===== config.mk =====
export PLATFORM = sky130hd
export DESIGN_NAME = vga_sync_pixel_capture_flat
export DESIGN_NICKNAME = d
export VERILOG_FILES = /design/src/vspc_pkg.sv /design/src/vspc_in_if.sv /design/src/vspc_out_if.sv /design/src/vspc_cfg_if.sv /design/src/vspc_rem.sv /design/src/vga_sync_pixel_capture.sv /design/src/flat_wrapper.sv
export SDC_FILE = /design/constraint.sdc
export NUM_CORES = 1
export LEC_CHECK = 0
export BUFFER_PORTS_ARGS = -buffer_cell sky130_fd_sc_hd__clkbuf_2
export CAP_MARGIN = 10
export CORE_UTILIZATION = 56
export DETAILED_ROUTE_END_ITERATION = 8
export HOLD_SLACK_MARGIN = 0.1
export PLACE_DENSITY = 0.81
export SLEW_MARGIN = 20
export SYNTH_ARGS = -nofsm -noshare
export SYNTH_HDL_FRONTEND = slang
export SYNTH_HIERARCHICAL = 1
export SYNTH_SLANG_ARGS = --single-unit

===== constraint.sdc =====
create_clock -name clk -period 11.06 [get_ports clk]
set_input_delay 1.106 -clock clk [delete_from_list [all_inputs] [get_ports clk]]
set_output_delay 1.106 -clock clk [all_outputs]
set_load 0.02 [all_outputs]

===== src/vspc_pkg.sv =====
// Shared constants, register indexes and handshake structs for the VGA pixel capture block.
`timescale 1ns / 1ps

package vspc_pkg;

  localparam int CoordBits = 10;
  localparam int ModBits   = CoordBits + 1;
  localparam int ColorBits = 4;
  localparam int CfgIdxBits  = 3;
  localparam int CfgDataBits = ModBits;
  localparam int RemCntBits  = $clog2(ModBits + 1);

  // register indexes
  localparam logic [CfgIdxBits-1:0] RegActiveWidth   = 3'd0;
  localparam logic [CfgIdxBits-1:0] RegTotalWidth    = 3'd1;
  localparam logic [CfgIdxBits-1:0] RegHResyncOffset = 3'd2;
  localparam logic [CfgIdxBits-1:0] RegActiveHeight  = 3'd3;
  localparam logic [CfgIdxBits-1:0] RegTotalHeight   = 3'd4;
  localparam logic [CfgIdxBits-1:0] RegVResyncOffset = 3'd5;

  // register reset values
  localparam int ActiveWidthReset   = 640;
  localparam int TotalWidthReset    = 800;
  localparam int HResyncOffsetReset = 144;
  localparam int ActiveHeightReset  = 480;
  localparam int TotalHeightReset   = 521;
  localparam int VResyncOffsetReset = 31;

  // precomputed advance values that match the reset configuration
  localparam int CoordMod = 1 << CoordBits;
  localparam int ColAdvReset = (1 % TotalWidthReset) % CoordMod;
  localparam int RowAdvReset = (1 % TotalHeightReset) % CoordMod;
  localparam int HReloadReset = (TotalWidthReset - HResyncOffsetReset) % CoordMod;
  localparam int VReloadReset = (TotalHeightReset - VResyncOffsetReset) % CoordMod;
  localparam int HReloadAdvReset = ((HReloadReset + 1) % TotalWidthReset) % CoordMod;
  localparam int VReloadAdvReset = ((VReloadReset + 1) % TotalHeightReset) % CoordMod;

  // remainder recompute jobs
  localparam logic [1:0] JobColAdv     = 2'd0;
  localparam logic [1:0] JobHReloadAdv = 2'd1;
  localparam logic [1:0] JobRowAdv     = 2'd2;
  localparam logic [1:0] JobVReloadAdv = 2'd3;

  typedef struct packed {
    logic               start;
    logic [ModBits-1:0] dividend;
    logic [ModBits-1:0] divisor;
  } rem_req_t;

  typedef struct packed {
    logic                 done;
    logic [CoordBits-1:0] rem;
  } rem_resp_t;

endpackage


===== src/vspc_in_if.sv =====
// Input sample channel: sync levels and color sample.
`timescale 1ns / 1ps

interface vspc_in_if;
  import vspc_pkg::*;

  logic                 valid;
  logic                 ready;
  logic                 h_sync_in;
  logic                 v_sync_in;
  logic [ColorBits-1:0] red_in;
  logic [ColorBits-1:0] green_in;
  logic [ColorBits-1:0] blue_in;

  modport source (output valid, h_sync_in, v_sync_in, red_in, green_in, blue_in,
                  input ready);
  modport sink   (input valid, h_sync_in, v_sync_in, red_in, green_in, blue_in,
                  output ready);
endinterface


===== src/vspc_out_if.sv =====
// Result channel: pixel write with coordinates and colors.
`timescale 1ns / 1ps

interface vspc_out_if;
  import vspc_pkg::*;

  logic                 valid;
  logic                 ready;
  logic [CoordBits-1:0] pixel_x;
  logic [CoordBits-1:0] pixel_y;
  logic [ColorBits-1:0] red_out;
  logic [ColorBits-1:0] green_out;
  logic [ColorBits-1:0] blue_out;

  modport source (output valid, pixel_x, pixel_y, red_out, green_out, blue_out,
                  input ready);
  modport sink   (input valid, pixel_x, pixel_y, red_out, green_out, blue_out,
                  output ready);
endinterface


===== src/vspc_cfg_if.sv =====
// Configuration write channel: register index and write data.
`timescale 1ns / 1ps

interface vspc_cfg_if;
  import vspc_pkg::*;

  logic                   valid;
  logic                   ready;
  logic [CfgIdxBits-1:0]  index;
  logic [CfgDataBits-1:0] data;

  modport source (output valid, index, data, input ready);
  modport sink   (input valid, index, data, output ready);
endinterface


===== src/vspc_rem.sv =====
// Bit-serial restoring remainder unit, one dividend bit per cycle.
`timescale 1ns / 1ps

module vspc_rem (
  input  logic                clk,
  input  logic                rst_n,
  input  vspc_pkg::rem_req_t  req,
  output vspc_pkg::rem_resp_t resp
);
  import vspc_pkg::*;

  logic [ModBits-1:0]    rem_r, rem_nxt;
  logic [ModBits-1:0]    dvd_r;
  logic [ModBits-1:0]    dvs_r;
  logic [RemCntBits-1:0] cnt_r;
  logic                  busy_r;
  logic                  done_r;
  logic [ModBits:0]      trial;

  always_comb begin
    trial = {rem_r, dvd_r[ModBits-1]};
    if (trial >= {1'b0, dvs_r}) begin
      rem_nxt = ModBits'(trial - {1'b0, dvs_r});
    end else begin
      rem_nxt = trial[ModBits-1:0];
    end
  end

  always_ff @(posedge clk) begin
    if (!rst_n) begin
      busy_r <= 1'b0;
      done_r <= 1'b0;
      cnt_r  <= '0;
    end else if (req.start) begin
      busy_r <= 1'b1;
      done_r <= 1'b0;
      cnt_r  <= RemCntBits'(ModBits);
    end else if (busy_r) begin
      cnt_r <= cnt_r - 1'b1;
      if (cnt_r == RemCntBits'(1)) begin
        busy_r <= 1'b0;
        done_r <= 1'b1;
      end
    end else begin
      done_r <= 1'b0;
    end
  end

  always_ff @(posedge clk) begin
    if (req.start) begin
      rem_r <= '0;
      dvd_r <= req.dividend;
      dvs_r <= req.divisor;
    end else if (busy_r) begin
      rem_r <= rem_nxt;
      dvd_r <= {dvd_r[ModBits-2:0], 1'b0};
    end
  end

  // zero modulus wraps to zero
  assign resp.done = done_r;
  assign resp.rem  = (dvs_r == '0) ? '0 : rem_r[CoordBits-1:0];

endmodule


===== src/vga_sync_pixel_capture.sv =====
// VGA sync pixel capture: beam position tracking and visible pixel write output.
//
//  channel   dir  handshake          payload
//  in_chan   in   valid/ready        h_sync_in, v_sync_in, red_in, green_in, blue_in
//  out_chan  out  valid/ready        pixel_x, pixel_y, red_out, green_out, blue_out
//  cfg_chan  in   valid/ready(=1)    index, data
//
// One sample per cycle while in_ready is high; a visible pixel appears in the output register the next cycle.
// Each config write starts a recompute of four modulo advance values in the shared
// bit-serial remainder unit, one value after another, with in_ready low throughout.
// Synchronous active-low reset loads the default 640x480 timing; no recompute follows it.
// in_ready falls only while the output register is full and stalled, during a recompute,
// or in a cycle with a config write.
`timescale 1ns / 1ps

module vga_sync_pixel_capture (
  input  logic       clk,
  input  logic       rst_n,
  vspc_in_if.sink    in_chan,
  vspc_out_if.source out_chan,
  vspc_cfg_if.sink   cfg_chan
);
  import vspc_pkg::*;

  // config registers
  logic [CoordBits-1:0] act_w_r, h_off_r, act_h_r, v_off_r;
  logic [ModBits-1:0]   tot_w_r, tot_h_r;

  // beam state; *_adv_r hold the count after the next advance
  logic [CoordBits-1:0] col_r, col_adv_r, h_rl_adv_r;
  logic [CoordBits-1:0] row_r, row_adv_r, v_rl_adv_r;
  logic                 last_h_r, last_v_r;

  logic                 out_valid_r;
  logic [CoordBits-1:0] px_r, py_r;
  logic [ColorBits-1:0] red_r, green_r, blue_r;

  logic                 recalc_r;
  logic [1:0]           job_r;
  logic                 start_r;

  rem_req_t             rem_req;
  rem_resp_t            rem_resp;

  logic                 cfg_fire, in_fire, h_fall, v_fall, emit;
  logic [CoordBits-1:0] h_reload, v_reload;
  logic [CoordBits-1:0] col_nxt, col_adv_nxt, row_mid, row_mid_adv, row_nxt, row_adv_nxt;
  logic [CoordBits-1:0] job_n;
  logic [ModBits-1:0]   job_m;

  // advance of a count already below the modulus
  function automatic logic [CoordBits-1:0] adv_small(input logic [CoordBits-1:0] c,
                                                     input logic [ModBits-1:0]   m);
    logic [ModBits-1:0] inc;
    inc = {1'b0, c} + 1'b1;
    if (m == '0 || inc == m) begin
      return '0;
    end
    return inc[CoordBits-1:0];
  endfunction

  assign h_reload = CoordBits'(tot_w_r - {1'b0, h_off_r});
  assign v_reload = CoordBits'(tot_h_r - {1'b0, v_off_r});

  assign cfg_fire       = cfg_chan.valid & cfg_chan.ready;
  assign cfg_chan.ready = 1'b1;
  assign in_chan.ready  = ~recalc_r & ~cfg_chan.valid & (~out_valid_r | out_chan.ready);
  assign in_fire        = in_chan.valid & in_chan.ready;

  assign h_fall = last_h_r & ~in_chan.h_sync_in;
  assign v_fall = last_v_r & ~in_chan.v_sync_in;

  always_comb begin
    col_nxt     = h_fall ? h_reload : col_adv_r;
    col_adv_nxt = h_fall ? h_rl_adv_r : adv_small(col_adv_r, tot_w_r);
    row_mid     = h_fall ? row_adv_r : row_r;
    row_mid_adv = h_fall ? adv_small(row_adv_r, tot_h_r) : row_adv_r;
    row_nxt     = v_fall ? v_reload : row_mid;
    row_adv_nxt = v_fall ? v_rl_adv_r : row_mid_adv;
    emit        = (col_nxt < act_w_r) && (row_nxt < act_h_r);
  end

  // recompute job operands
  always_comb begin
    case (job_r)
      JobColAdv: begin
        job_n = col_r;
        job_m = tot_w_r;
      end
      JobHReloadAdv: begin
        job_n = h_reload;
        job_m = tot_w_r;
      end
      JobRowAdv: begin
        job_n = row_r;
        job_m = tot_h_r;
      end
      default: begin
        job_n = v_reload;
        job_m = tot_h_r;
      end
    endcase
  end

  assign rem_req.start    = start_r;
  assign rem_req.dividend = {1'b0, job_n} + 1'b1;
  assign rem_req.divisor  = job_m;

  vspc_rem u_rem (
    .clk   (clk),
    .rst_n (rst_n),
    .req   (rem_req),
    .resp  (rem_resp)
  );

  always_ff @(posedge clk) begin
    if (!rst_n) begin
      act_w_r <= CoordBits'(ActiveWidthReset);
      tot_w_r <= ModBits'(TotalWidthReset);
      h_off_r <= CoordBits'(HResyncOffsetReset);
      act_h_r <= CoordBits'(ActiveHeightReset);
      tot_h_r <= ModBits'(TotalHeightReset);
      v_off_r <= CoordBits'(VResyncOffsetReset);
    end else if (cfg_fire) begin
      case (cfg_chan.index)
        RegActiveWidth:   act_w_r <= cfg_chan.data[CoordBits-1:0];
        RegTotalWidth:    tot_w_r <= cfg_chan.data[ModBits-1:0];
        RegHResyncOffset: h_off_r <= cfg_chan.data[CoordBits-1:0];
        RegActiveHeight:  act_h_r <= cfg_chan.data[CoordBits-1:0];
        RegTotalHeight:   tot_h_r <= cfg_chan.data[ModBits-1:0];
        RegVResyncOffset: v_off_r <= cfg_chan.data[CoordBits-1:0];
        default: ;
      endcase
    end
  end

  // recompute sequencer; a new write restarts it from the first job
  always_ff @(posedge clk) begin
    if (!rst_n) begin
      recalc_r <= 1'b0;
      job_r    <= JobColAdv;
      start_r  <= 1'b0;
    end else if (cfg_fire) begin
      recalc_r <= 1'b1;
      job_r    <= JobColAdv;
      start_r  <= 1'b1;
    end else if (recalc_r && rem_resp.done && !start_r) begin
      if (job_r == JobVReloadAdv) begin
        recalc_r <= 1'b0;
        start_r  <= 1'b0;
      end else begin
        job_r   <= job_r + 1'b1;
        start_r <= 1'b1;
      end
    end else begin
      start_r <= 1'b0;
    end
  end

  always_ff @(posedge clk) begin
    if (!rst_n) begin
      col_r      <= '0;
      row_r      <= '0;
      col_adv_r  <= CoordBits'(ColAdvReset);
      row_adv_r  <= CoordBits'(RowAdvReset);
      h_rl_adv_r <= CoordBits'(HReloadAdvReset);
      v_rl_adv_r <= CoordBits'(VReloadAdvReset);
      last_h_r   <= 1'b0;
      last_v_r   <= 1'b0;
    end else if (in_fire) begin
      col_r     <= col_nxt;
      col_adv_r <= col_adv_nxt;
      row_r     <= row_nxt;
      row_adv_r <= row_adv_nxt;
      last_h_r  <= in_chan.h_sync_in;
      last_v_r  <= in_chan.v_sync_in;
    end else if (recalc_r && rem_resp.done && !start_r && !cfg_fire) begin
      case (job_r)
        JobColAdv:     col_adv_r  <= rem_resp.rem;
        JobHReloadAdv: h_rl_adv_r <= rem_resp.rem;
        JobRowAdv:     row_adv_r  <= rem_resp.rem;
        default:       v_rl_adv_r <= rem_resp.rem;
      endcase
    end
  end

  // output register
  always_ff @(posedge clk) begin
    if (!rst_n) begin
      out_valid_r <= 1'b0;
    end else if (in_fire) begin
      out_valid_r <= emit;
    end else if (out_chan.ready) begin
      out_valid_r <= 1'b0;
    end
  end

  always_ff @(posedge clk) begin
    if (in_fire && emit) begin
      px_r    <= col_nxt;
      py_r    <= row_nxt;
      red_r   <= in_chan.red_in;
      green_r <= in_chan.green_in;
      blue_r  <= in_chan.blue_in;
    end
  end

  assign out_chan.valid     = out_valid_r;
  assign out_chan.pixel_x   = px_r;
  assign out_chan.pixel_y   = py_r;
  assign out_chan.red_out   = red_r;
  assign out_chan.green_out = green_r;
  assign out_chan.blue_out  = blue_r;

endmodule


===== src/flat_wrapper.sv =====
// flat-port wrapper written by rule: the top's interface ports become plain ports
module vga_sync_pixel_capture_flat import vspc_pkg::*;
  (clk, rst_n, in_chan_valid, in_chan_h_sync_in, in_chan_v_sync_in, in_chan_red_in, in_chan_green_in, in_chan_blue_in, in_chan_ready, out_chan_valid, out_chan_pixel_x, out_chan_pixel_y, out_chan_red_out, out_chan_green_out, out_chan_blue_out, out_chan_ready, cfg_chan_valid, cfg_chan_index, cfg_chan_data, cfg_chan_ready);
  vspc_in_if in_chan_i ();
  vspc_out_if out_chan_i ();
  vspc_cfg_if cfg_chan_i ();
  input  logic clk;
  input  logic rst_n;
  input wire logic [$bits(in_chan_i.valid)-1:0] in_chan_valid;
  input wire logic [$bits(in_chan_i.h_sync_in)-1:0] in_chan_h_sync_in;
  input wire logic [$bits(in_chan_i.v_sync_in)-1:0] in_chan_v_sync_in;
  input wire logic [$bits(in_chan_i.red_in)-1:0] in_chan_red_in;
  input wire logic [$bits(in_chan_i.green_in)-1:0] in_chan_green_in;
  input wire logic [$bits(in_chan_i.blue_in)-1:0] in_chan_blue_in;
  output wire logic [$bits(in_chan_i.ready)-1:0] in_chan_ready;
  output wire logic [$bits(out_chan_i.valid)-1:0] out_chan_valid;
  output wire logic [$bits(out_chan_i.pixel_x)-1:0] out_chan_pixel_x;
  output wire logic [$bits(out_chan_i.pixel_y)-1:0] out_chan_pixel_y;
  output wire logic [$bits(out_chan_i.red_out)-1:0] out_chan_red_out;
  output wire logic [$bits(out_chan_i.green_out)-1:0] out_chan_green_out;
  output wire logic [$bits(out_chan_i.blue_out)-1:0] out_chan_blue_out;
  input wire logic [$bits(out_chan_i.ready)-1:0] out_chan_ready;
  input wire logic [$bits(cfg_chan_i.valid)-1:0] cfg_chan_valid;
  input wire logic [$bits(cfg_chan_i.index)-1:0] cfg_chan_index;
  input wire logic [$bits(cfg_chan_i.data)-1:0] cfg_chan_data;
  output wire logic [$bits(cfg_chan_i.ready)-1:0] cfg_chan_ready;
  assign in_chan_i.valid = in_chan_valid;
  assign in_chan_i.h_sync_in = in_chan_h_sync_in;
  assign in_chan_i.v_sync_in = in_chan_v_sync_in;
  assign in_chan_i.red_in = in_chan_red_in;
  assign in_chan_i.green_in = in_chan_green_in;
  assign in_chan_i.blue_in = in_chan_blue_in;
  assign in_chan_ready = in_chan_i.ready;
  assign out_chan_valid = out_chan_i.valid;
  assign out_chan_pixel_x = out_chan_i.pixel_x;
  assign out_chan_pixel_y = out_chan_i.pixel_y;
  assign out_chan_red_out = out_chan_i.red_out;
  assign out_chan_green_out = out_chan_i.green_out;
  assign out_chan_blue_out = out_chan_i.blue_out;
  assign out_chan_i.ready = out_chan_ready;
  assign cfg_chan_i.valid = cfg_chan_valid;
  assign cfg_chan_i.index = cfg_chan_index;
  assign cfg_chan_i.data = cfg_chan_data;
  assign cfg_chan_ready = cfg_chan_i.ready;
  vga_sync_pixel_capture u_core (.clk(clk), .rst_n(rst_n), .in_chan(in_chan_i), .out_chan(out_chan_i), .cfg_chan(cfg_chan_i));
endmodule

# Yosys cells after proc, flatten, opt, wreduce, memory -nomap -nowiden

Index checks and enable logic that the tools add are counted.

Bits in registers: 200
Bits in latches: 0
Bits in writable memories: 0
ROM bits: 0
Input port bits: 33
Output and inout bits: 35
Word-level logic and storage cells: 144
Memories: 0

Add/sub/neg operators: 8
$mul: 0
Div/mod/pow operators: 0
Order comparisons: 3
Equal/unequal tests: 12
Shifts and indexed selects: 0
Muxes and demuxes: 37
Bitwise logic cells: 16
Reductions and logical operators: 38

Operator list:

| cell                                           | number |
|---|---|
| two-way mux 10 bit                             | 17 |
| two-way mux 11 bit                             | 4 |
| adder 10 x 1 -> 11 bit (second input constant) | 3 |
| logical NOT 11 bit                             | 3 |
| case mux 10 bit (3 select lines)               | 1 |
| == test 11 bit                                 | 2 |
| < comparator 10 bit                            | 2 |
| subtractor 10 bit                              | 2 |
| AND reduction 2 bit                            | 9 |
| nonzero test 2 bit                             | 7 |
| two-way mux 1 bit                              | 13 |
| greater-or-equal comparator 12 x 11 -> 1 bit   | 1 |
| subtractor 11 bit                              | 1 |
| inverter 1 bit                                 | 10 |
| AND reduction 3 bit                            | 3 |
| two-way mux 4 bit                              | 2 |
| == test 3 x 2 -> 1 bit (second input constant) | 2 |
| == test 3 bit (second input constant)          | 2 |
| OR reduction 2 bit                             | 3 |
| OR reduction 3 bit                             | 2 |
| AND 1 bit                                      | 5 |
| logical AND 1 bit                              | 5 |
| == test 2 bit (second input constant)          | 2 |
| == test 4 x 1 -> 1 bit (second input constant) | 1 |
| 10 further kinds                               | 12 |

# Logic depth before layout (Yosys ltp)

Gate-level depths: netlist of the first run.

Depth in word-level cells: 8
Mapped depth: 16
Gate-level depth less buffers: 16

# Hierarchy

Netlist of the first run, hierarchy kept.

Modules (own cells, without submodules):

| module                 | times used | cells an instance | area an instance (sq um) | seq. area each (sq um) |
|---|---|---|---|---|
| vga_sync_pixel_capture | 1          | 1131              | 9287.7                   | 3543.4 |
| vspc_rem               | 1          | 219               | 2193.4                   | 1001.0 |

# Worst setup path after synthesis of the first run

No wires, ideal clock.

Kind: input to register
From: input port in_chan_h_sync_in
To: register u_core.blue_r[0] (netlist: u_core/out_chan.blue_out[0]), enable pin
Library setup time: 0.473 ns
Data arrival time: 5.511 ns
Data required time: 10.587 ns
Setup slack: 5.076 ns
Cell stages on the path: 12
Buffers on the path: 3
Path through: nor2b_1 > clkbuf_1 > clkbuf_1 > clkbuf_1 > nand3_1 > nand2_1 > ha_1 > a21o_1 > a21o_1 > a21oi_1 > o221ai_1 > a211oi_1

Elaborated cells on any way between the ends: 9
Classes of those cells: order compare (2); mux (3); bitwise (2); reduce/logical (2)

RTL lines:

| what                        | line                          | text |
|---|---|---|
| start: declaration          | flat_wrapper.sv:10            | `input wire logic [$bits(in_chan_i.h_sync_in)-1:0] in_chan_h_sync_in;` |
| inverter 1 bit              | vga_sync_pixel_capture.sv:70  | `assign h_fall = last_h_r & ~in_chan.h_sync_in;` |
| AND 1 bit                   | vga_sync_pixel_capture.sv:70  |  |
| two-way mux 10 bit          | vga_sync_pixel_capture.sv:74  | `col_nxt = h_fall ? h_reload : col_adv_r;` |
| named net u_core.col_nxt[5] | vga_sync_pixel_capture.sv:47  | `logic [CoordBits-1:0] col_nxt, col_adv_nxt, row_mid, row_mid_adv, row_nxt, row_adv_nxt;` |
| < comparator 10 bit         | vga_sync_pixel_capture.sv:80  | `emit = (col_nxt < act_w_r) && (row_nxt < act_h_r);` |
| logical AND 1 bit           | vga_sync_pixel_capture.sv:80  |  |
| logical AND 1 bit           | vga_sync_pixel_capture.sv:199 | `if (in_fire && emit) begin` |
| end signal: assignment      | vga_sync_pixel_capture.sv:204 | `blue_r <= in_chan.blue_in;` |
| end: declaration            | vga_sync_pixel_capture.sv:36  | `logic [ColorBits-1:0] red_r, green_r, blue_r;` |

The timed path passes the listed nets, and every way through them passes these cells.
A chain may end at the register's enable or synchronous reset.

# Worst setup path after layout of the first run

From: register u_core.tot_w_r[0]
To: register u_core.red_r[0] (netlist: u_core/out_chan.red_out[0]), enable pin

Word-level cells in the longest chain between the ends: 5

RTL lines:

| what                        | line                          | text |
|---|---|---|
| start: declaration          | vga_sync_pixel_capture.sv:27  | `logic [ModBits-1:0] tot_w_r, tot_h_r;` |
| start signal: assignment    | vga_sync_pixel_capture.sv:119 | `tot_w_r <= ModBits'(TotalWidthReset);` |
| start signal: assignment    | vga_sync_pixel_capture.sv:127 | `RegTotalWidth: tot_w_r <= cfg_chan.data[ModBits-1:0];` |
| subtractor 10 bit           | vga_sync_pixel_capture.sv:62  | `assign h_reload = CoordBits'(tot_w_r - {1'b0, h_off_r});` |
| two-way mux 10 bit          | vga_sync_pixel_capture.sv:74  |  |
| named net u_core.col_nxt[8] | vga_sync_pixel_capture.sv:47  |  |
| < comparator 10 bit         | vga_sync_pixel_capture.sv:80  |  |
| logical AND 1 bit           | vga_sync_pixel_capture.sv:80  |  |
| logical AND 1 bit           | vga_sync_pixel_capture.sv:199 |  |
| end signal: assignment      | vga_sync_pixel_capture.sv:202 | `red_r <= in_chan.red_in;` |
| end: declaration            | vga_sync_pixel_capture.sv:36  |  |

The timed path passes the listed nets, and every way through them passes these cells.

==> metrics.md, run 1 <==
| Metric | Value |
|---|---|
| Most common cell after layout, fill and taps aside | nand2_1 |
| Mapped Area | about 11000 sq um |
| Syn nets | 1442 |
| # diodes | 0 |
| #FFs+latches synth | 200 |
| RePlAce Congestion | about 0.94 |
| Post-synth EDFFs | 54 |
| Hold slack final | 0.464 ns |
| DR WL/cell | between 15 and 20 um |
| Area of the core | between 20000 and 25000 sq um |
| Setup ws final | between 6 and 7 ns |
| Status | completed |
| Total congestion overflow | 0 |
| Worst setup EP type | register |
| Hold WC Path Type | register to register |
| Detailed Place HPWL | around 23 mm |
| Seq/Total Area, Yosys | between 30% and 40% |
| RSZ-0062 raised after global routing | no |
| Worst Path Required | ~11 ns |
| Nets | around 1500 |
| Largest fanout on the critical path | 33 |
| Share of cells above drive strength 1 | 11.3% |
| Synth warn | 6 |
| Final Hold Viols | 0 |
| Max clock buf depth | 2 |
| First-pass GRT wire length | approximately 51 mm |
| P&R area growth vs syn | 9.11% |
| Latest clock arrival within the worst-skew pair | approximately 0.44 ns |
| Post-CTS sizing | 0 |
| CTS H-tree depth | 4 |
| TNS Setup | 0 ns |
| Rows | between 50 and 60 |
| Largest net degree at the start of global routing | 62 |
| Tot GR Track Use | around 31% |
| Highest Clock Rate | 238 MHz |
| Tcrit/Tclk final | 38.0% |
| Die ar. | 21100 sq um |
| Pwr per Cell Area | approximately 140 nW/um^2 |
| Critical path class | register to register |
| Area occupied by multi-input gates | approximately 6400 sq um |
| WL final | about 33 mm |
| Synth cell types | between 70 and 80 |
| CTS tree | built |
| Async set or reset register ratio after synthesis | 0% |
| Via count | 10280 |
| Clk_skew | 0.0130 ns |
| Post-DR vias/cell | roughly 6.2 |
| Final setup violation count | 0 |
| Die W | roughly 150 um |
| Max rail drop VDD | roughly 0.1 mV |
| CP Launch Type | register |
| Leakage Power | a little under 5 nW |
| Mapped Cells | approximately 1400 |
| Initial Util | a little under three fifths |
| Initial antenna violation count | 0 |
| Drt drc | 0 |
| Cts bufs inserted | 17 |
| Ys flop type | dfxtp_1 |
| Worst-margin pin slew | about 1.1 ns |
| Final slew viol count | 0 |
| FF/Latch Area | 4540 sq um |
| Clock sinks | 200 |
| Root buffer cell | clkbuf_16 |
| Fill count | 1726 |
| Final ANT Viol Nets | 0 |
| Layout Utilization | between 60% and 70% |
| I/O pin count | 68 |
| Dpl ws | 6.58 ns |
| Vias in the first global route | about 9400 |
| Die Ht | approximately 150 um |
| Postcts setup bufs | 0 |
| Synthesized area per cell | between 8 and 9 sq um |
| Final min period | ~4.2 ns |
| Drt first pass iters | 5 |
| Initial DRC Count | roughly 1400 |
| I/O Buffers | 66 |
| Worst EP arrival | 4.30 ns |
| Max_cap viols | 0 |
| Reg clk slew, reported paths | 0.07 ns |
| Slew headroom | 28.8% |
| Commonest non-fill, non-tap cells in the layout | nand2_1, dfxtp_1, a21oi_1 |
| Hold_buf cts | 0 |
==> synthesized netlist by cell type, drive strengths merged, types with 8 or more instances <==
library cell / count / area share [%]
edfxtp: 54 / 14
inv: 75 / 2.5
a21boi: 37 / 2.4
and3: 19 / 1.0
nand4: 9 / 0.49
nor4: 10 / 0.54
nor2b: 18 / 0.98
a31oi: 12 / 0.78
a21o: 11 / 0.72
nand2b: 11 / 0.62
clkbuf: 59 / 1.9
nor2: 72 / 2.4
o211ai: 20 / 1.3
xor2: 26 / 2.0
o21a: 18 / 1.2
a21oi: 94 / 4.1
dfxtp: 146 / 25
and2: 16 / 0.89
xnor2: 35 / 2.7
mux2i: 11 / 0.96
ha: 56 / 6.1
or3: 9 / 0.49
nand3: 44 / 1.9
o21ai: 59 / 2.6
nor3: 27 / 1.2
nand2: 255 / 8.4
buf: 15 / 0.65
a211oi: 8 / 0.52
mux2: 26 / 2.6
==> cell families after synthesis <==
group	Yosys count	share of synthesized area [%]
compound gates	323	19.0
xor+xnor	64	5.24
fa+ha+maj	59	6.63
buf+inv	149	5.05
flops	200	39.6
mux	37	3.51
other cells	1	0.0327
simple gates	517	21.0
==> where the power goes <==
part	switching [mW]	leakage (nW)	total, mW	internal, mW
clock	0.292	0.276	0.609	0.317
sequential	0.0294	1.69	0.815	0.786
combinational	0.170	2.98	0.273	0.103
==> layer usage <==
metal / share of wire [%] / GRT usage (%)
met1: 42 / 42.9
met2: 45 / 47.1
met3: 9.4 / 5.88
met4: 3.9 / 12.9
met5: 0 / 0
==> registers in the layout, summed over array words and instances (netlist names), 4 cells and up <==
name / count
u_core/tot_h_r: 11
u_core/tot_w_r: 11
u_core/u_rem/dvd_r: 11
u_core/u_rem/dvs_r: 11
u_core/u_rem/rem_r: 11
u_core/act_h_r: 10
u_core/act_w_r: 10
u_core/col_adv_r: 10
u_core/col_r: 10
u_core/h_off_r: 10
u_core/h_rl_adv_r: 10
u_core/out_chan.pixel_x: 10
u_core/out_chan.pixel_y: 10
u_core/row_adv_r: 10
u_core/row_r: 10
u_core/v_off_r: 10
u_core/v_rl_adv_r: 10
u_core/out_chan.blue_out: 4
u_core/out_chan.green_out: 4
u_core/out_chan.red_out: 4
u_core/u_rem/cnt_r: 4
==> cell type report <==
cell class	count	area share [%]
clock buffers	18	3.43
flip-flops and latches	200	36.3
clock inverters	14	1.07
repair buffers	78	3.36
inverters	75	2.25
well taps	270	2.70
multi-input cells	1001	50.9
==> path summary, 6_finish.rpt <==
check	slack (ns)	cells after the start	from	to
setup / recovery	6.86	16	u_core/tot_w_r[0]$_SDFFE_PN0P_	u_core/out_chan.red_out[0]$_DFFE_PP_
hold / removal	0.46	2	u_core/h_off_r[1]$_SDFFE_PN0P_	u_core/h_off_r[1]$_SDFFE_PN0P_
setup reg to reg	6.86	16	u_core/tot_w_r[0]$_SDFFE_PN0P_	u_core/out_chan.red_out[0]$_DFFE_PP_
hold reg to reg	0.46	2	u_core/h_off_r[1]$_SDFFE_PN0P_	u_core/h_off_r[1]$_SDFFE_PN0P_
==> stage by stage <==
| step | area, sq um | power [mW] | instances |
|---|---|---|---|
| 2_1_floorplan | 11500 | 1.02 | 1350 |
| 3_3_place_gp | 12000 | 1.09 | 1624 |
| 3_5_place_dp | 12000 | 1.10 | 1624 |
| 4_1_cts | 12500 | 1.70 | 1656 |
| 5_1_grt | 12500 | 1.76 | 1656 |
| 6_report | 12500 | 1.70 | 1656 |
==> worst max-delay path: stages, from the launching register on <==
cell and delay (ns):
dfxtp_1 0.34, inv_1 0.08, ha_1 0.16, inv_1 0.06, fa_1 0.41, a211oi_1 0.28
nor2_1 0.14, o2bb2ai_1 0.27, xor2_1 0.11, o21ai_0 0.40, ha_1 0.33, nand2_1 0.09
nor2_1 0.06, a211oi_1 0.26, o221ai_1 0.22, a211oi_4 0.23, buf_4 0.41
Note: power is estimated with default switching activity, not from simulation.
==> run 2: changes to the inputs <==
--- a/config.mk
+++ b/config.mk
@@ -10,7 +10,7 @@
 export CORE_UTILIZATION = 56
 export DETAILED_ROUTE_END_ITERATION = 8
 export HOLD_SLACK_MARGIN = 0.1
-export PLACE_DENSITY = 0.81
+export PLACE_DENSITY = 0.84
 export SLEW_MARGIN = 20
 export SYNTH_ARGS = -nofsm -noshare
 export SYNTH_HDL_FRONTEND = slang
==> constraint.sdc (replaced) <==
create_clock -name clk -period 3.5 [get_ports clk]
set_input_delay 0.35 -clock clk [delete_from_list [all_inputs] [get_ports clk]]
set_output_delay 0.35 -clock clk [all_outputs]
set_load 0.02 [all_outputs]
==> metrics.md, run 2 (synthesis gave the netlist of run 1 again) <==
| Metric | Value |
|---|---|
| Initial DRC Count | 1485 (was 1389) |
| Detailed Place HPWL | 25.4 mm (was 23.4 mm) |
| Worst Path Required | 3.68 ns (was 11.15 ns) |
| Hold WC Path Type | input pin to register (was register to register) |
| Rows | 52 (unchanged) |
| Pwr per Cell Area | 420 nW/um^2 (was 135 nW/um^2) |
| Share of cells above drive strength 1 | 19.1% (was 11.3%) |
| Root buffer cell | clkbuf_16 (unchanged) |
| Max_cap viols | 0 (unchanged) |
| Layout Utilization | 67.2% (was 62.1%) |
| I/O Buffers | 66 (unchanged) |
| Die W | 145 um (unchanged) |
| Nets | 1543 (was 1465) |
| Top sig layer | met4 (unchanged) |
| Area of the core | 20200 sq um (unchanged) |
| Commonest non-fill, non-tap cells in the layout | nand2_1, dfxtp_1, a21oi_1 (unchanged) |
| Drt first pass iters | 7 (was 5) |
| Reg2reg setup slack | -0.07 ns (was 6.86 ns) |
| CP Launch Type | register (unchanged) |
| Cts bufs inserted | 17 (unchanged) |
| CTS H-tree depth | 4 (unchanged) |
| P&R area growth vs syn | 18.1% (was 9.11%) |
| Switching Share | 29.6% (was 28.9%) |
| Power Total | 5.70 mW (was 1.70 mW) |
| Initial antenna violation count | 1 (was 0) |
| Worst EP arrival | 3.75 ns (was 4.30 ns) |
| Setup ws final | -0.0681 ns (was 6.86 ns) |
| I/O pin count | 68 (unchanged) |
| Sw Pwr | 1.68 mW (was 0.491 mW) |
| Final Hold Viols | 0 (unchanged) |
| Latest clock arrival within the worst-skew pair | 0.47 ns (was 0.44 ns) |
| Critical path class | register to register (unchanged) |
| Final slew viol count | 0 (unchanged) |
| TNS Setup | -1.86 ns (was 0 ns) |
| Hold slack final | 0.181 ns (was 0.464 ns) |
| Leakage Power | 5.41 nW (was 4.95 nW) |
| Largest net degree at the start of global routing | 76 (was 62) |
| Die Ht | 145 um (unchanged) |
| Non-filler instance count after layout | 1734 (was 1656) |
| Initial Util | 56.9% (unchanged) |
| Most common cell after layout, fill and taps aside | nand2_1 (unchanged) |
| Drt drc | 0 (unchanged) |
| Clk pwr share | 37.4% (was 35.9%) |
| RePlAce Congestion | 0.984 (was 0.943) |
| Die ar. | 21100 sq um (unchanged) |
| Post-DR vias/cell | 6.24 (was 6.21) |
| DR WL/cell | 20.8 um (was 19.7 um) |
| Highest Clock Rate | 280 MHz (was 238 MHz) |
| Placed instance count | 1676 (was 1624) |
| Violated checks | negative setup slack |
| Total congestion overflow | 0 (unchanged) |
| Met1 Routed Length | 14.2 mm (was 13.6 mm) |
| Combinational Power Share | 17.4% (was 16.1%) |
| Slew headroom | 36.8% (was 28.8%) |
| Max rail drop VDD | 0.320 mV (was 0.102 mV) |
| Reg clk slew, reported paths | 0.08 ns (was 0.07 ns) |
| Final ANT Viol Nets | 0 (unchanged) |
| Worst setup EP type | register (unchanged) |
| DR WL met2 | 17.1 mm (was 14.6 mm) |
| Tcrit/Tclk final | 102% (was 38.0%) |
| Seq pwr share | 45.2% (was 48.0%) |
| Via count | 10825 (was 10280) |
| WL final | 36.1 mm (was 32.6 mm) |
| Worst-margin pin slew | 0.936 ns (was 1.06 ns) |
| Crit path launch | u_core/tot_h_r[0]$_SDFFE_PN1P_ (was u_core/tot_w_r[0]$_SDFFE_PN0P_) |
| Largest fanout on the critical path | 8 (was 33) |
| Max clock buf depth | 2 (unchanged) |
| Vias in the first global route | 10096 (was 9352) |
| Worst r2r src | u_core/tot_h_r[0]$_SDFFE_PN1P_ (was u_core/tot_w_r[0]$_SDFFE_PN0P_) |
| DR WL met3 | 3.65 mm (was 3.06 mm) |
| CTS tree | built (unchanged) |
| First-pass GRT wire length | 55.8 mm (was 50.8 mm) |
| RSZ-0062 raised after global routing | yes (was no) |
| Clk_skew | 0.0188 ns (was 0.0130 ns) |
| Tot GR Track Use | 34.1% (was 30.9%) |
| Status | finished with violations (was completed) |
| Worst hold start | in_chan_v_sync_in (was u_core/h_off_r[1]$_SDFFE_PN0P_) |
| # diodes | 0 (unchanged) |
| P_int | 4.01 mW (was 1.21 mW) |
| Clock sinks | 200 (unchanged) |
| Final setup violation count | 32 (was 0) |
| Final min period | 3.57 ns (was 4.20 ns) |
run 2: changes by cell type in the layout (fill, tap and decap cells not counted), moves of 5 or more:
| cell | before | now |
|---|---|---|
| ha_4 | 0 | 6 |
| dlygate4sd3_1 | 0 | 12 |
| buf_4 | 12 | 72 |
| inv_2 | 0 | 5 |
| dfxtp_1 | 146 | 138 |
| ha_1 | 56 | 48 |
| a21oi_1 | 94 | 89 |
| dfxtp_2 | 0 | 8 |
run 2: path summary, 6_finish.rpt:
| path | end | cells after the start |
|---|---|---|
| max reg2reg | u_core/out_chan.pixel_y[8]$_DFFE_PP_ | 16 |
| max | u_core/out_chan.pixel_y[8]$_DFFE_PP_ | 16 |
| min reg2reg | u_core/col_r[7]$_SDFFE_PN0P_ | 2 |
| min | u_core/last_v_r$_SDFFE_PN0P_ | 3 |
run 2: area by class of cell:
cell class                 count  area [sq um]
sequential                   200          4550
multi-input combinational   1001          6630
fill                        1543          6610
timing repair buffer         156          1110
clock inverter                13           184
tap                          270           338
clock buffer                  19           454
inverter                      75           282
run 2: critical path, stage by stage, from the launching register on:
cell      delay [ns]
dfxtp_2         0.33
inv_2           0.08
ha_4            0.14
inv_2           0.04
fa_2            0.38
a21o_1          0.22
a221oi_2        0.32
xnor2_2         0.19
nor2_2          0.08
a31oi_2         0.22
ha_1            0.30
a21o_1          0.18
a21oi_2         0.13
o221ai_2        0.14
a211oi_4        0.22
buf_6           0.17
buf_16          0.13
run 2: layer usage:
layer | GRT usage (%) | vias up
li1 | - | 4947
met1 | 43.3 | 5169
met2 | 55.4 | 587
met3 | 8.36 | 122
met4 | 14.0 | 0
met5 | 0 | -
run 2: power by group through the flow:
| stage | logic [mW] | registers [mW] | clock network [mW] |
|---|---|---|---|
| after detailed placement | 0.897 | 2.62 | 0 |
| after floorplan | 0.610 | 2.61 | 0 |
| after global placement | 0.877 | 2.62 | 0 |
| after global routing | 1.07 | 2.59 | 2.22 |
| after CTS | 0.946 | 2.57 | 2.13 |
| final | 0.993 | 2.58 | 2.13 |
run 2: metrics by stage:
step	setup WS (ns)	cell area (sq um)
after CTS	-0.0185	13400
after global routing	-0.193	13600
final	-0.0681	13600
after global placement	0.0869	12500
after detailed placement	-0.0277	12500
after floorplan	-0.334	11600
run 2: repair_timing:
item                       CTS  global route
setup endpoints to repair   33            33
setup buffers                5             7
cloned                       2             1
hold buffers                12             0
pin swaps                    5            30
gates resized for setup     29            17
hold endpoints to repair    12             0
==> run 3: changes to the inputs <==
--- a/config.mk
+++ b/config.mk
@@ -7,10 +7,11 @@
 export LEC_CHECK = 0
 export BUFFER_PORTS_ARGS = -buffer_cell sky130_fd_sc_hd__clkbuf_2
 export CAP_MARGIN = 10
+export CORE_MARGIN = 2
 export CORE_UTILIZATION = 56
 export DETAILED_ROUTE_END_ITERATION = 8
 export HOLD_SLACK_MARGIN = 0.1
-export PLACE_DENSITY = 0.84
+export PLACE_DENSITY = 0.81
 export SLEW_MARGIN = 20
 export SYNTH_ARGS = -nofsm -noshare
 export SYNTH_HDL_FRONTEND = slang
==> constraint.sdc (replaced) <==
create_clock -name clk -period 3.8 [get_ports clk]
set_input_delay 0.38 -clock clk [delete_from_list [all_inputs] [get_ports clk]]
set_output_delay 0.38 -clock clk [all_outputs]
set_load 0.02 [all_outputs]
==> metrics.md, run 3 (synthesis gave the netlist of run 1 again) <==
| Metric | Value |
|---|---|
| Initial antenna violation count | 0 (was 1) |
| M1 GR Usage | 43.2% (was 43.3%) |
| Die Ht | 147 um (was 145 um) |
| Worst r2r src | u_core/v_off_r[5]$_SDFFE_PN0P_ (was u_core/tot_h_r[0]$_SDFFE_PN1P_) |
| Hold slack final | 0.111 ns (was 0.181 ns) |
| Vias in the first global route | 9542 (was 10096) |
| Worst setup EP type | register (unchanged) |
| Worst R2R End | u_core/out_chan.red_out[3]$_DFFE_PP_ (was u_core/out_chan.pixel_y[8]$_DFFE_PP_) |
| CP Launch Type | register (unchanged) |
| Status | completed (was finished with violations) |
| Worst Path Required | 3.96 ns (was 3.68 ns) |
| Non-filler instance count after layout | 1689 (was 1734) |
| Critical path class | register to register (unchanged) |
| Tot GR Track Use | 31.2% (was 34.1%) |
| Placed instance count | 1647 (was 1676) |
| Layout Utilization | 64.6% (was 67.2%) |
| Final slew viol count | 0 (unchanged) |
| Max_cap viols | 0 (unchanged) |
| Commonest non-fill, non-tap cells in the layout | nand2_1, dfxtp_1, a21oi_1 (unchanged) |
| RePlAce Congestion | 0.977 (was 0.984) |
| Die ar. | 21700 sq um (was 21100 sq um) |
| Clock sinks | 200 (unchanged) |
| Cts bufs inserted | 17 (unchanged) |
| Drt first pass iters | 7 (unchanged) |
| CTS tree | built (unchanged) |
| Hold endpoint | u_core/out_chan.blue_out[0]$_DFFE_PP_ (was u_core/last_v_r$_SDFFE_PN0P_) |
| Reg clk slew, reported paths | 0.08 ns (about the same) |
| Worst EP arrival | 3.86 ns (was 3.75 ns) |
| Top Usage Layer GRT | met2 (unchanged) |
| Drt drc | 0 (unchanged) |
| Die W | 147 um (was 145 um) |
| Initial Util | 56.9% (unchanged) |
| First-pass GRT wire length | 52.4 mm (was 55.8 mm) |
| Latest clock arrival within the worst-skew pair | 0.45 ns (was 0.47 ns) |
| Max clock buf depth | 2 (unchanged) |
| Root buffer cell | clkbuf_16 (unchanged) |
| GR Util met3 | 6.80% (was 8.36%) |
| WL final | 34.1 mm (was 36.1 mm) |
| Rows | 52 (unchanged) |
| Worst-margin pin slew | 0.959 ns (was 0.936 ns) |
| Total congestion overflow | 0 (unchanged) |
| Highest Clock Rate | 270 MHz (was 280 MHz) |
| Final min period | 3.71 ns (was 3.57 ns) |
| Clk_skew | 0.0151 ns (was 0.0188 ns) |
| Leakage Power | 5.16 nW (was 5.41 nW) |
| Largest net degree at the start of global routing | 52 (was 76) |
| CTS H-tree depth | 4 (unchanged) |
| Detailed Place HPWL | 24.7 mm (was 25.4 mm) |
| Most common cell after layout, fill and taps aside | nand2_1 (unchanged) |
| Routing usage on met2 | 47.9% (was 55.4%) |
| # diodes | 0 (unchanged) |
| DR WL/cell | 20.2 um (was 20.8 um) |
| Post-DR vias/cell | 6.08 (was 6.24) |
| Power Total | 5.07 mW (was 5.70 mW) |
| Hold depth | 1 (was 3) |
| I/O Buffers | 66 (unchanged) |
| P&R area growth vs syn | 13.5% (was 18.1%) |
| Reg2reg setup slack | 0.09 ns (was -0.07 ns) |
| Worst hold start | in_chan_blue_in[0] (was in_chan_v_sync_in) |
| Via count | 10272 (was 10825) |
| FF-to-FF path depth | 16 (unchanged) |
| Final ANT Viol Nets | 0 (unchanged) |
| Hold WC Path Type | input pin to register (unchanged) |
| Area of the core | 20200 sq um (unchanged) |
| Final setup violation count | 0 (was 32) |
| Dpl ws | 0.0750 ns (was -0.0277 ns) |
| Fill count | 1669 (was 1543) |
| Setup ws final | 0.0921 ns (was -0.0681 ns) |
| Pwr per Cell Area | 389 nW/um^2 (was 420 nW/um^2) |
| Nets | 1498 (was 1543) |
| Max rail drop VDD | 0.317 mV (was 0.320 mV) |
| Share of cells above drive strength 1 | 15.4% (was 19.1%) |
| Final Hold Viols | 0 (unchanged) |
| Tcrit/Tclk final | 97.6% (was 102%) |
| Slew headroom | 35.8% (was 36.8%) |
| I/O pin count | 68 (unchanged) |
| Initial DRC Count | 1295 (was 1485) |
| Largest fanout on the critical path | 17 (was 8) |
run 3: cell types whose count changed in the layout (fill, tap and decap cells not counted), sizes merged:
cell / change
bufinv: -2
clkinv: -3
inv: +5
dlygate4sd3: -6
clkbuf: -2
buf: -39
clkinvlp: +2
run 3: where the power goes:
group	internal (mW)	leakage [nW]	switching, mW	total [mW]
sequential	2.29	1.70	0.0798	2.37
combinational	0.329	3.18	0.524	0.853
clock	0.894	0.287	0.959	1.85
total	3.51	5.16	1.56	5.07
run 3: worst max-delay path by stage:
stage | start | end | slack (ns) | depth (start not counted)
6_report | u_core/v_off_r[5]$_SDFFE_PN0P_ | u_core/out_chan.red_out[3]$_DFFE_PP_ | 0.09 | 16
5_1_grt | u_core/tot_h_r[0]$_SDFFE_PN1P_ | u_core/out_chan.pixel_x[2]$_DFFE_PP_ | -0.05 | 16
4_1_cts | u_core/h_off_r[1]$_SDFFE_PN0P_ | u_core/out_chan.green_out[3]$_DFFE_PP_ | 0.04 | 14
3_5_place_dp | u_core/h_off_r[1]$_SDFFE_PN0P_ | u_core/out_chan.green_out[3]$_DFFE_PP_ | 0.08 | 14
3_3_place_gp | u_core/v_off_r[1]$_SDFFE_PN1P_ | u_core/out_chan.blue_out[0]$_DFFE_PP_ | 0.25 | 15
2_1_floorplan | u_core/tot_h_r[4]$_SDFFE_PN0P_ | u_core/out_chan.blue_out[0]$_DFFE_PP_ | -0.04 | 13
run 3: critical path, cell delays in order, from the launching register on:
cell      delay [ns]
dfxtp_1         0.34
inv_1           0.05
ha_1            0.39
o21a_1          0.20
nor2_1          0.21
a311oi_2        0.09
a211oi_2        0.25
xnor2_2         0.13
a21oi_2         0.22
ha_1            0.28
a211oi_2        0.18
nand2_1         0.09
a211oi_2        0.22
o221ai_2        0.18
a211oi_4        0.25
buf_4           0.16
buf_12          0.15
run 3: cell type report:
cell class	count	area, sq um	share of cell area [%]
inverter	75	282	2.16
timing repair buffer	111	717	5.50
sequential	200	4550	34.9
clock inverter	15	174	1.34
clock buffer	17	425	3.27
multi-input combinational	1001	6540	50.2
tap	270	338	2.59
run 3: layer usage:
layer	vias to the layer above	share of wire (%)	routed length (um)
li1	4867	-	-
met1	4766	42	14300
met2	532	45	15300
met3	107	9.7	3300
met4	0	3.8	1290
met5	-	0	0
run 3: timing repair:
action,CTS,global route
resized for setup,0,16
hold buffers,4,2
setup endpoints to repair,0,33
endpoints found under the hold margin,4,2
buffers inserted,0,2
run 3: metrics by stage:
stage	setup TNS [ns]	instance area [sq um]
6_report	0	13000
3_5_place_dp	0	12200
2_1_floorplan	-1.12	11600
5_1_grt	-1.21	13000
4_1_cts	0	12900
3_3_place_gp	0	12200
